--- config.mk ---
export PLATFORM = sky130hd
export DESIGN_NAME = sbus_frame_sync_decoder_top
export DESIGN_NICKNAME = d
export VERILOG_FILES = /design/src/hw/rtl/sbfsd_pkg.sv /design/src/hw/rtl/sbus_frame_sync_decoder_top.sv
export SDC_FILE = /design/constraint.sdc
export NUM_CORES = 1
export LEC_CHECK = 0
export CAP_MARGIN = 20
export CORE_MARGIN = 2
export CORE_UTILIZATION = 60
export CTS_CLUSTER_DIAMETER = 50
export DETAILED_ROUTE_END_ITERATION = 8
export DONT_BUFFER_PORTS = 1
export PLACE_DENSITY = 0.79
export SLEW_MARGIN = 15
export SYNTH_ARGS = -nofsm -noshare
export SYNTH_HDL_FRONTEND = slang
export SYNTH_SLANG_ARGS = --single-unit
--- constraint.sdc ---
create_clock -name aclk -period 12 [get_ports aclk]
set_input_delay 0.6 -clock aclk [delete_from_list [all_inputs] [get_ports aclk]]
set_output_delay 0.6 -clock aclk [all_outputs]
set_load 0.01 [all_outputs]
--- src/hw/rtl/sbfsd_pkg.sv ---
// Shared types and constants for the SBUS frame sync decoder.
// Holds the beat structs, register indexes and phase codes.
// No dependencies.
package sbfsd_pkg;

    localparam int unsigned PHASE_W = 6;
    localparam int unsigned CNT_W   = 16;
    localparam int unsigned IDX_W   = 5;
    localparam int unsigned CFG_W   = 16;

    localparam logic [PHASE_W-1:0] PH_HUNT     = 6'd40;
    localparam logic [PHASE_W-1:0] PH_SKIP_LOW = 6'd30;
    localparam logic [3:0]         SKIP_WRAP   = 4'd10;
    localparam int unsigned        FS_BIT      = 3;

    localparam logic [7:0]       HEADER_RST = 8'h0F;
    localparam logic [7:0]       FOOTER_RST = 8'h00;
    localparam logic [3:0]       REQ_RST    = 4'd5;
    localparam logic [CNT_W-1:0] FS_MS_RST  = 16'd100;

    typedef enum logic [1:0] {
        REG_HEADER   = 2'd0,
        REG_FOOTER   = 2'd1,
        REG_REQ_SYNC = 2'd2,
        REG_FS_MS    = 2'd3
    } cfg_idx_t;

    typedef enum logic {
        REQ_BYTE = 1'b0,
        REQ_TICK = 1'b1
    } req_type_t;

    typedef enum logic {
        KIND_STATUS  = 1'b0,
        KIND_PAYLOAD = 1'b1
    } kind_t;

    typedef struct packed {
        logic       req_type;
        logic [7:0] rx_byte;
    } in_beat_t;

    typedef struct packed {
        logic             kind;
        logic [IDX_W-1:0] byte_index;
        logic [7:0]       byte_value;
        logic             last;
        logic             failsafe;
        logic             out_of_sync;
        logic [CNT_W-1:0] failsafe_events;
        logic [CNT_W-1:0] frames_seen;
        logic [CNT_W-1:0] resync_events;
    } out_beat_t;

endpackage

--- src/hw/rtl/sbus_frame_sync_decoder_top.sv ---
// SBUS frame sync decoder, top level.
// Depends on sbfsd_pkg. Frame body held in a one-port-write, registered-read buffer.
//
// Usage:
//   s_ channel: one beat per received byte (req_type 0) or per 1 ms tick (req_type 1).
//   m_ channel: for each input beat, the released payload bytes (if that byte
//   confirmed a frame with enough good frames in a row) followed by one status
//   beat with last set. Status fields hold the values after that input.
//   cfg_we/cfg_index/cfg_wdata write header, footer, required sync count and
//   failsafe timeout; write only while the block is idle.
// Sequencing:
//   The input beat updates all scalar state in the accept cycle. A status-only
//   input then moves to the status state, which loads its beat once the output is free.
//   A releasing input primes the frame buffer read, then streams
//   FRAME_BYTES-2 payload beats at one per cycle from the buffer read port while
//   m_ready does not stall, then the status beat.
//   A new input is accepted while the last result still waits in the output
//   register.
// Reset: aresetn (synchronous, active low) restores register defaults, hunts
//   for a footer, clears counters and sets the held failsafe flag.
// Stall: while m_ready is low the output register holds and emission pauses.
module sbus_frame_sync_decoder_top #(
    parameter int unsigned FRAME_BYTES = 25
) (
    input  logic                           aclk,
    input  logic                           aresetn,
    input  logic                           s_valid,
    output logic                           s_ready,
    input  sbfsd_pkg::in_beat_t            s_data,
    output logic                           m_valid,
    input  logic                           m_ready,
    output sbfsd_pkg::out_beat_t           m_data,
    input  logic                           cfg_we,
    input  sbfsd_pkg::cfg_idx_t            cfg_index,
    input  logic [sbfsd_pkg::CFG_W-1:0]    cfg_wdata
);

    localparam int unsigned AW = $clog2(FRAME_BYTES);
    localparam int unsigned PW = sbfsd_pkg::PHASE_W;
    localparam int unsigned CW = sbfsd_pkg::CNT_W;
    localparam logic [PW-1:0] PH_LAST_BODY = PW'(FRAME_BYTES - 2);
    localparam logic [PW-1:0] PH_FOOTER    = PW'(FRAME_BYTES - 1);
    localparam logic [PW-1:0] PH_NEXT_HDR  = PW'(FRAME_BYTES);
    localparam logic [AW-1:0] IDX_LAST     = AW'(FRAME_BYTES - 2);

    typedef enum logic [3:0] {
        ST_IDLE  = 4'b0001,
        ST_PRIME = 4'b0010,
        ST_PAY   = 4'b0100,
        ST_STAT  = 4'b1000
    } state_t;

    // configuration
    logic [7:0]    header_reg;
    logic [7:0]    footer_reg;
    logic [3:0]    req_sync_reg;
    logic [CW-1:0] fs_ms_reg;

    // scalar state
    state_t        state_reg, state_next;
    logic [PW-1:0] phase_reg, phase_next;
    logic [3:0]    sync_reg, sync_next;
    logic [3:0]    skip_reg, skip_next;
    logic [CW-1:0] elapsed_reg, elapsed_next;
    logic          held_reg, held_next;
    logic          fs_reg, fs_next;
    logic [CW-1:0] fs_cnt_reg, fs_cnt_next;
    logic [CW-1:0] frame_cnt_reg, frame_cnt_next;
    logic [CW-1:0] resync_cnt_reg, resync_cnt_next;
    logic          fsbit_reg, fsbit_next;
    logic [AW-1:0] idx_reg, idx_next;

    // frame buffer
    logic [7:0]    buf_mem [FRAME_BYTES];
    logic          buf_we;
    logic [AW-1:0] buf_waddr;
    logic [AW-1:0] rd_addr;
    logic [7:0]    rd_data_reg;

    // output stage
    logic                 m_valid_reg;
    sbfsd_pkg::out_beat_t m_data_reg, m_data_next;
    logic                 slot_free;
    logic                 load;

    logic          accept;
    logic          release_hit;
    logic          retry;
    logic          fs_res;
    logic [CW-1:0] el;
    logic [3:0]    skip_inc;
    logic [3:0]    skip_rs;
    logic [PW-1:0] ph_rs;
    logic [7:0]    b;

    assign s_ready   = (state_reg == ST_IDLE);
    assign accept    = s_valid && s_ready;
    assign slot_free = !m_valid_reg || m_ready;
    assign m_valid   = m_valid_reg;
    assign m_data    = m_data_reg;
    assign b         = s_data.rx_byte;
    assign buf_waddr = phase_reg[AW-1:0];

    assign skip_inc = skip_reg + 4'd1;
    assign skip_rs  = (skip_inc > sbfsd_pkg::SKIP_WRAP) ? 4'd0 : skip_inc;
    assign ph_rs    = sbfsd_pkg::PH_HUNT - {2'b00, skip_rs};

    always_ff @(posedge aclk) begin
        if (!aresetn) begin
            header_reg   <= sbfsd_pkg::HEADER_RST;
            footer_reg   <= sbfsd_pkg::FOOTER_RST;
            req_sync_reg <= sbfsd_pkg::REQ_RST;
            fs_ms_reg    <= sbfsd_pkg::FS_MS_RST;
        end else if (cfg_we) begin
            unique case (cfg_index)
                sbfsd_pkg::REG_HEADER:   header_reg   <= cfg_wdata[7:0];
                sbfsd_pkg::REG_FOOTER:   footer_reg   <= cfg_wdata[7:0];
                sbfsd_pkg::REG_REQ_SYNC: req_sync_reg <= cfg_wdata[3:0];
                sbfsd_pkg::REG_FS_MS:    fs_ms_reg    <= cfg_wdata;
            endcase
        end
    end

    // per-input state update
    always_comb begin
        phase_next      = phase_reg;
        sync_next       = sync_reg;
        skip_next       = skip_reg;
        held_next       = held_reg;
        fs_next         = fs_reg;
        fs_cnt_next     = fs_cnt_reg;
        frame_cnt_next  = frame_cnt_reg;
        resync_cnt_next = resync_cnt_reg;
        fsbit_next      = fsbit_reg;
        elapsed_next    = elapsed_reg;
        release_hit     = 1'b0;
        buf_we          = 1'b0;
        retry           = 1'b0;
        fs_res          = 1'b0;
        el              = elapsed_reg;
        if (accept) begin
            if (s_data.req_type == sbfsd_pkg::REQ_TICK) begin
                if (elapsed_reg != '1) begin
                    el = elapsed_reg + CW'(1);
                end
            end else begin
                priority if (phase_reg == sbfsd_pkg::PH_HUNT) begin
                    if (b == footer_reg) begin
                        phase_next = '0;
                        sync_next  = 4'd0;
                    end
                end else if (phase_reg >= sbfsd_pkg::PH_SKIP_LOW) begin
                    phase_next = phase_reg + PW'(1);
                end else if (phase_reg == '0) begin
                    if (b == header_reg) begin
                        phase_next = PW'(1);
                    end else begin
                        retry = 1'b1;
                    end
                end else if (phase_reg == PH_FOOTER) begin
                    if (b == footer_reg) begin
                        phase_next = PH_NEXT_HDR;
                    end else begin
                        retry = 1'b1;
                    end
                end else if (phase_reg == PH_NEXT_HDR) begin
                    if (b == header_reg) begin
                        frame_cnt_next = frame_cnt_reg + CW'(1);
                        if (sync_reg == req_sync_reg) begin
                            held_next   = fsbit_reg;
                            el          = '0;
                            release_hit = 1'b1;
                        end else begin
                            sync_next = sync_reg + 4'd1;
                        end
                        phase_next = PW'(1);
                    end else begin
                        skip_next       = skip_rs;
                        phase_next      = ph_rs;
                        resync_cnt_next = resync_cnt_reg + CW'(1);
                    end
                end else begin
                    buf_we = 1'b1;
                    if (phase_reg == PH_LAST_BODY) begin
                        fsbit_next = b[sbfsd_pkg::FS_BIT];
                    end
                    phase_next = phase_reg + PW'(1);
                end
                // header/footer mismatch: resync; if that returns to hunt, re-examine the byte as a footer
                if (retry) begin
                    skip_next       = skip_rs;
                    resync_cnt_next = resync_cnt_reg + CW'(1);
                    if (ph_rs == sbfsd_pkg::PH_HUNT) begin
                        if (b == footer_reg) begin
                            phase_next = '0;
                            sync_next  = 4'd0;
                        end else begin
                            phase_next = sbfsd_pkg::PH_HUNT;
                        end
                    end else begin
                        phase_next = ph_rs + PW'(1);
                    end
                end
            end
            fs_res = held_next;
            if (el >= fs_ms_reg) begin
                el     = fs_ms_reg;
                fs_res = 1'b1;
            end
            if (!fs_reg && fs_res) begin
                fs_cnt_next = fs_cnt_reg + CW'(1);
            end
            fs_next      = fs_res;
            elapsed_next = el;
        end
    end

    // emission sequencer
    always_comb begin
        state_next = state_reg;
        idx_next   = idx_reg;
        load       = 1'b0;
        rd_addr    = idx_reg;
        m_data_next.kind            = sbfsd_pkg::KIND_STATUS;
        m_data_next.byte_index      = '0;
        m_data_next.byte_value      = '0;
        m_data_next.last            = 1'b1;
        m_data_next.failsafe        = fs_reg;
        m_data_next.out_of_sync     = (sync_reg < req_sync_reg) || held_reg;
        m_data_next.failsafe_events = fs_cnt_reg;
        m_data_next.frames_seen     = frame_cnt_reg;
        m_data_next.resync_events   = resync_cnt_reg;
        unique case (state_reg)
            ST_IDLE: begin
                if (accept) begin
                    if (release_hit) begin
                        idx_next   = AW'(1);
                        state_next = ST_PRIME;
                    end else begin
                        state_next = ST_STAT;
                    end
                end
            end
            ST_PRIME: begin
                state_next = ST_PAY;
            end
            ST_PAY: begin
                m_data_next.kind       = sbfsd_pkg::KIND_PAYLOAD;
                m_data_next.byte_index = sbfsd_pkg::IDX_W'(idx_reg);
                m_data_next.byte_value = rd_data_reg;
                m_data_next.last       = 1'b0;
                if (slot_free) begin
                    load     = 1'b1;
                    rd_addr  = idx_reg + AW'(1);
                    idx_next = idx_reg + AW'(1);
                    if (idx_reg == IDX_LAST) begin
                        state_next = ST_STAT;
                    end
                end
            end
            ST_STAT: begin
                if (slot_free) begin
                    load       = 1'b1;
                    state_next = ST_IDLE;
                end
            end
            default: begin
                state_next = ST_IDLE;
            end
        endcase
    end

    always_ff @(posedge aclk) begin
        if (buf_we) begin
            buf_mem[buf_waddr] <= b;
        end
        rd_data_reg <= buf_mem[rd_addr];
    end

    always_ff @(posedge aclk) begin
        if (!aresetn) begin
            state_reg      <= ST_IDLE;
            phase_reg      <= sbfsd_pkg::PH_HUNT;
            sync_reg       <= 4'd0;
            skip_reg       <= 4'd0;
            elapsed_reg    <= '0;
            held_reg       <= 1'b1;
            fs_reg         <= 1'b0;
            fs_cnt_reg     <= '0;
            frame_cnt_reg  <= '0;
            resync_cnt_reg <= '0;
            m_valid_reg    <= 1'b0;
        end else begin
            state_reg      <= state_next;
            phase_reg      <= phase_next;
            sync_reg       <= sync_next;
            skip_reg       <= skip_next;
            elapsed_reg    <= elapsed_next;
            held_reg       <= held_next;
            fs_reg         <= fs_next;
            fs_cnt_reg     <= fs_cnt_next;
            frame_cnt_reg  <= frame_cnt_next;
            resync_cnt_reg <= resync_cnt_next;
            if (load) begin
                m_valid_reg <= 1'b1;
            end else if (m_ready) begin
                m_valid_reg <= 1'b0;
            end
        end
    end

    always_ff @(posedge aclk) begin
        fsbit_reg <= fsbit_next;
        idx_reg   <= idx_next;
        if (load) begin
            m_data_reg <= m_data_next;
        end
    end

    a_phase_range: assert property (@(posedge aclk) disable iff (!aresetn)
        phase_reg <= sbfsd_pkg::PH_HUNT)
        else $error("phase out of range");

    a_skip_range: assert property (@(posedge aclk) disable iff (!aresetn)
        skip_reg <= sbfsd_pkg::SKIP_WRAP)
        else $error("skip step out of range");

    a_pay_idx: assert property (@(posedge aclk) disable iff (!aresetn)
        (state_reg == ST_PAY) |-> (idx_reg != '0 && idx_reg <= IDX_LAST))
        else $error("payload index out of range");

    a_last_status: assert property (@(posedge aclk) disable iff (!aresetn)
        m_valid_reg |-> (m_data_reg.last == (m_data_reg.kind == sbfsd_pkg::KIND_STATUS)))
        else $error("last flag does not match beat kind");

    a_release_prime: assert property (@(posedge aclk) disable iff (!aresetn)
        (accept && release_hit) |=> (state_reg == ST_PRIME))
        else $error("released frame not streamed");

endmodule
Yosys cells after proc, flatten, opt, wreduce, memory -nomap -nowiden

Memories as Yosys holds them, arrays and structs flattened. A register that Yosys moved wholly into a read port is not among the register bits.
Cells that the tools add are included.

Add/sub/neg operators: 10
$mul: 0
Divide/modulo/power cells: 0
Order comparisons: 4
Equal/unequal tests: 30
Shift operators: 0
Multiplexer cells: 101
Bitwise logic cells: 6
Reductions and logical operators: 24

Operator list:

| operator                                                                | number |
|---|---|
| 16-bit two-way mux                                                      | 18 |
| 4-bit two-way mux                                                       | 24 |
| 6-bit two-way mux                                                       | 12 |
| 16-bit by 1-bit adder with 16-bit output, second input constant         | 4 |
| 1-bit two-way mux                                                       | 40 |
| 8-bit AND reduction                                                     | 3 |
| 5-bit two-way mux                                                       | 4 |
| 6-bit by 5-bit equality test with 1-bit output, second input constant   | 3 |
| 8-bit equality test                                                     | 2 |
| 16-bit >= comparator                                                    | 1 |
| 16-bit inequality test, second input constant                           | 1 |
| 4-bit one-hot mux with 4 select lines                                   | 1 |
| 15-bit two-way mux                                                      | 1 |
| 2-bit by 1-bit inequality test with 1-bit output, second input constant | 7 |
| 6-bit by 1-bit adder with 6-bit output, second input constant           | 2 |
| 6-bit equality test, second input constant                              | 2 |
| 2-bit AND reduction                                                     | 6 |
| 5-bit by 3-bit inequality test with 1-bit output, second input constant | 2 |
| 5-bit one-hot mux with 2 select lines                                   | 1 |
| 4-bit by 1-bit adder with 4-bit output, second input constant           | 2 |
| 6-bit by 5-bit >= comparator with 1-bit output, second input constant   | 1 |
| 6-bit zero test                                                         | 1 |
| 2-bit inequality test, second input constant                            | 3 |
| 1-bit inverter                                                          | 6 |
| other kinds (22)                                                        | 28 |

Register bits: 192
Bits in latches: 0
Bits in writable memories: 200
Bits in read-only memories: 0
Output and inout bits: 67
Word-level logic and storage cells: 202
Memories: 1

Memory list:

| memory  | depth | bits a word | read ports | clocked after Yosys merged registers in | write ports | line                              | text |
|---|---|---|---|---|---|---|---|
| buf_mem | 25    | 8           | 1          | 1                                       | 1           | sbus_frame_sync_decoder_top.sv:74 | `logic [7:0] buf_mem [FRAME_BYTES];` |

Longest topological paths before layout

Word-level depth: 15
Depth in mapped cells: 18

Worst setup path after synthesis

Ideal clock, no wire load.

Path kind: input-to-reg
From: in s_data[6] in the netlist's numbering
To: reg elapsed_reg[10]
Arrival: 4.220 ns
Required time: 11.913 ns
Setup slack: 7.693 ns
Stages: 15
Path buffers: 2
Cell sequence: xnor2_1 nand4_1 or2_2 nor4_1 nor2_1 ha_1 or3b_2 o2111ai_1 a31oi_1 o21ai_0 and2_1 clkbuf_1 clkbuf_1 nor2_1 o31ai_1

Word-level cells in the longest chain between the ends: 11

Ends and longest elaborated chain:

| item                  | line                               | text |
|---|---|---|
| from (decl)           | sbus_frame_sync_decoder_top.sv:29  | `input sbfsd_pkg::in_beat_t s_data,` |
| 8-bit equality test * | sbus_frame_sync_decoder_top.sv:167 | `if (b == header_reg) begin` |
| 16-bit two-way mux *  | sbus_frame_sync_decoder_top.sv:167 |  |
| 16-bit two-way mux *  | sbus_frame_sync_decoder_top.sv:166 | `end else if (phase_reg == PH_NEXT_HDR) begin` |
| 16-bit two-way mux *  | sbus_frame_sync_decoder_top.sv:160 | `end else if (phase_reg == PH_FOOTER) begin` |
| 16-bit two-way mux *  | sbus_frame_sync_decoder_top.sv:154 | `end else if (phase_reg == '0) begin` |
| 16-bit two-way mux *  | sbus_frame_sync_decoder_top.sv:152 | `end else if (phase_reg >= sbfsd_pkg::PH_SKIP_LOW) begin` |
| 16-bit two-way mux *  | sbus_frame_sync_decoder_top.sv:147 | `priority if (phase_reg == sbfsd_pkg::PH_HUNT) begin` |
| 16-bit two-way mux *  | sbus_frame_sync_decoder_top.sv:142 | `if (s_data.req_type == sbfsd_pkg::REQ_TICK) begin` |
| 16-bit two-way mux *  | sbus_frame_sync_decoder_top.sv:141 | `if (accept) begin` |
| 16-bit >= comparator  | sbus_frame_sync_decoder_top.sv:206 | `if (el >= fs_ms_reg) begin` |
| 16-bit two-way mux *  | sbus_frame_sync_decoder_top.sv:206 |  |
| to (signal assigned)  | sbus_frame_sync_decoder_top.sv:298 | `elapsed_reg <= elapsed_next;` |
| to (decl)             | sbus_frame_sync_decoder_top.sv:64  | `logic [CW-1:0] elapsed_reg, elapsed_next;` |

Every way passes the cells marked *; elsewhere a longest branch is shown, timed or not. The select of a mux whose other input is x is not followed.
A chain may end at the register's enable or synchronous reset.

Final worst setup path

From: reg phase_reg[0]
To: reg elapsed_reg[6]

Word-level cells in the longest chain between the ends: 10
Elaborated cells on any way between the ends: 14
Classes of those cells: 2 x order compare; 3 x eq/ne; 8 x mux; 1 x reduce/logical

Ends and longest elaborated chain:

| item                                           | line                               | text |
|---|---|---|
| from (decl)                                    | sbus_frame_sync_decoder_top.sv:61  | `logic [PW-1:0] phase_reg, phase_next;` |
| from (signal assigned)                         | sbus_frame_sync_decoder_top.sv:283 | `phase_reg <= sbfsd_pkg::PH_HUNT;` |
| from (signal assigned)                         | sbus_frame_sync_decoder_top.sv:295 | `phase_reg <= phase_next;` |
| 6-bit by 5-bit equality test with 1-bit output | sbus_frame_sync_decoder_top.sv:166 |  |
| 16-bit two-way mux                             | sbus_frame_sync_decoder_top.sv:166 |  |
| 16-bit two-way mux                             | sbus_frame_sync_decoder_top.sv:160 |  |
| 16-bit two-way mux                             | sbus_frame_sync_decoder_top.sv:154 |  |
| 16-bit two-way mux                             | sbus_frame_sync_decoder_top.sv:152 |  |
| 16-bit two-way mux *                           | sbus_frame_sync_decoder_top.sv:147 |  |
| 16-bit two-way mux *                           | sbus_frame_sync_decoder_top.sv:142 |  |
| 16-bit two-way mux *                           | sbus_frame_sync_decoder_top.sv:141 |  |
| 16-bit >= comparator                           | sbus_frame_sync_decoder_top.sv:206 |  |
| 16-bit two-way mux *                           | sbus_frame_sync_decoder_top.sv:206 |  |

Marks and branches as above.

==> summary.txt <==
Clock tree
  • Num CTS Buffers: 42
  • Clk sinks: 400
  • H-tree levels: 2
  • Clock latency on the worst-skew pair: 0.54 ns
  • Setup bufs post-CTS: 0
  • Clock root cell: clkbuf_16
  • CTS tree: yes
  • Hold-fix buffers, CTS: 0
  • Post-CTS sizing: 0
  • Clk pin slew, worst setup/hold paths: 0.06 ns
  • Max Buffers Root-to-Sink: 3

Detailed routing
  • Initial DRC count: 1199
  • Met2 wire len: 18500 um
  • DRC violations left: 0
  • Avg WL per Cell: a little over 20 um
  • Met3 WL: 3100 um
  • Detail Route Antenna Nets: 0
  • Avg Vias per Cell: 6.27
  • DRT met1 WL: 16700 um
  • Via Count: 12161
  • Drt first pass iters: 7
  • DRT Wirelength: 39100 um
  • Top Metal Used: met4

Timing
  • RSZ-0062 raised after global routing: no
  • Final worst path period share: 39.0%
  • Hold Slack: 0.165 ns
  • Setup TNS Final: 0 ns
  • Tmin final: 4.68 ns
  • Worst-Margin Slew: 1.06 ns
  • Final Max Slew Viols: 0
  • Fmax achieved: around 0.21 GHz
  • Clock skew: 0.0200 ns
  • Setup violators final: 0
  • Number of hold violations in the final report: 0
  • Headroom to the max-slew limit: between 20 and 30%

Pwr
  • Fraction of power spent switching nets: 22.5%
  • Pleak: 6.65 nW
  • P_sw: slightly below 700 uW
  • Power Internal: 2.32 mW
  • Peak VDD IR: approximately 0.10 mV
  • Share of total power in sequential cells: 51.5%
  • Pwr Density: 154 mW/mm2
  • Combinational share of power: ~6.0%
  • Clk pwr share: 42.5%

Floorplan
  • Area of the core: 0.0288 mm2
  • Die H: 175 um
  • Row cnt: 62
  • Overall die width: approximately 180 um
  • Top-level port count: between 90 and 100
  • Die area: just over 0.03 mm2
  • Starting Density: 61.2%

Global route
  • Antenna violations before repair: 0
  • First-pass GRT wire length: slightly above 60000 um
  • Remaining Overflow, GRT: 0
  • GRT Overall Usage: 25.2%
  • Largest net degree at the start of global routing: 77
  • Number of global-route vias before repair: 11635

Placed design
  • Gpl congestion: slightly below 0.9
  • Placed wire-length estimate: approximately 25000 um
  • PortBufs: 0

Final layout
  • NumNets Final: 1591
  • Largest register FFs: 200
  • Layout cell share with drive strength beyond 1: 7.78%
  • Area grow syn2layout: 9.88%
  • FILL cells: around 2000
  • N_diodes: 0

Critical path
  • Max FO, Critical Path: 17
  • Worst-path cell chain: ha_1, nand3b_1, a2111oi_2, or4b_1, nand3_1, o21a_1, ha_1, or3b_2, o2111ai_1, a31oi_1, o21ai_0, buf_4, and2_1, mux2i_1, o21ai_0
  • Slowest cell on crit path: or4b_1
  • Crit path capture type: flop
  • Worst endpoint required time: 12.39 ns
  • Slowest stage delay, CP: 0.64 ns
  • WS Path Type: flop to flop
  • Crit path DAT: 5.07 ns
  • CP Launch Type: flop

Logic synthesis
  • Sequential area share after synthesis: about three fifths
  • Synthesis warning total: 0
  • Syn Inst Count: approximately 1500
  • Post-synth EDFFs: ~270
  • Synth Area per Inst: about 12 um2
  • Synth top cells by count: 271 x edfxtp_1, 190 x nand2_1, 129 x dfxtp_1, 122 x nor2_1, 97 x nand3_1
  • Mapped Area: 0.0176 mm2
  • Flops & latches, synth: 400
  • Post-synth ARST share: 0%
  • Synth area leaders: edfxtp_1 46%, dfxtp_1 15%, nand2_1 4.0%
  • Top-area cell type share of the netlist area: 46.2%
  • Synth cell types: 71
  • Ys flop type: edfxtp_1
  • Most common cell in the netlist: edfxtp_1
  • Synth area leader: edfxtp_1

Run
  • Max-Cap Viols: 0

Worst hold path
  • Hold Crit Class: primary input to flop

Outcome
  • Status: finished, final reports clean
==> routing by layer <==
metal / up-vias / global-route usage (%)
met5: - / 0
met3: 79 / 3.96
met1: 5858 / 35.3
li1: 5670 / -
met2: 554 / 41.2
met4: 0 / 6.81
==> layout make-up <==
cell class / instances / area [um2] / share of cell area, %
timing repair buffer: 13 / 101 / 0.523
tap: 384 / 480 / 2.48
clock inverter: 20 / 209 / 1.08
multi-input combinational: 1024 / 6530 / 33.7
inverter: 43 / 161 / 0.834
clock buffer: 56 / 1150 / 5.97
sequential: 400 / 10700 / 55.4
==> power groups by stage <==
stage / Combinational, mW / Clock [mW] / Sequential, mW
2_1_floorplan: 0.143 / 0 / 1.56
3_3_place_gp: 0.169 / 0 / 1.57
3_5_place_dp: 0.175 / 0 / 1.57
4_1_cts: 0.176 / 1.28 / 1.54
5_1_grt: 0.200 / 1.34 / 1.54
6_report: 0.179 / 1.27 / 1.54
==> worst paths after layout <==
path / startpoint / end / slack [ns] / cells past startpoint
worst max register to register: phase_reg[0]$_SDFFE_PN0P_ / elapsed_reg[6]$_SDFFE_PN0P_ / 7.32 / 15
worst min register to register: fs_cnt_reg[15]$_SDFFE_PN0P_ / m_data[47]$_DFFE_PP_ / 0.46 / 0
worst max-delay path: phase_reg[0]$_SDFFE_PN0P_ / elapsed_reg[6]$_SDFFE_PN0P_ / 7.32 / 15
worst min-delay path: s_data[0] / buf_mem[12][0]$_DFFE_PP_ / 0.16 / 0
==> worst max-delay path: cells and delay by family (launching register included) <==
family,cells,cell delay [ns]
simple gates,5,1.96
compound gates,6,1.18
fa+ha+maj,2,0.47
flops,1,0.46
mux,1,0.25
buf+inv,1,0.21
==> per-stage QoR <==
stage               worst slack (ns)  power (mW)  instances  utilization (%)  instance area (um2)
detailed placement              7.41        1.74       1864             62.5                18000
global route                    6.99        3.08       1940             67.3                19400
floorplan                       7.69        1.70       1542                -                17700
finish                          7.32        2.99       1940             67.3                19400
global placement                7.58        1.74       1863             62.5                18000
CTS                             7.40        3.00       1940             67.3                19400
==> cells in the final DEF, fill, tap and decap left out, types with 17 or more instances in the layout <==
cell type | synthesis | routed
nor2_1 | 122 | 121
nand3_1 | 97 | 96
and2_1 | 19 | 19
xnor2_1 | 32 | 31
and3_1 | 29 | 29
a21oi_1 | 63 | 63
nand4_1 | 43 | 43
clkbuf_16 | 0 | 43
ha_1 | 35 | 35
or3_1 | 17 | 17
mux2i_1 | 46 | 46
edfxtp_1 | 271 | 271
o21ai_0 | 52 | 50
a2111oi_0 | 25 | 25
a211oi_1 | 20 | 20
nand2_1 | 190 | 189
o31ai_1 | 17 | 17
inv_1 | 42 | 41
xor2_1 | 22 | 20
dfxtp_1 | 129 | 129
==> logic make-up after synthesis <==
group / count (synthesis) / share of synthesized area (%)
buf+inv: 118 / 2.70
fa+ha+maj: 35 / 2.49
simple gates: 607 / 17.0
flops: 400 / 60.8
other cells: 1 / 0.0213
xor+xnor: 54 / 2.68
mux: 67 / 4.98
compound gates: 245 / 9.32
Power figures use the tool's default switching activity.
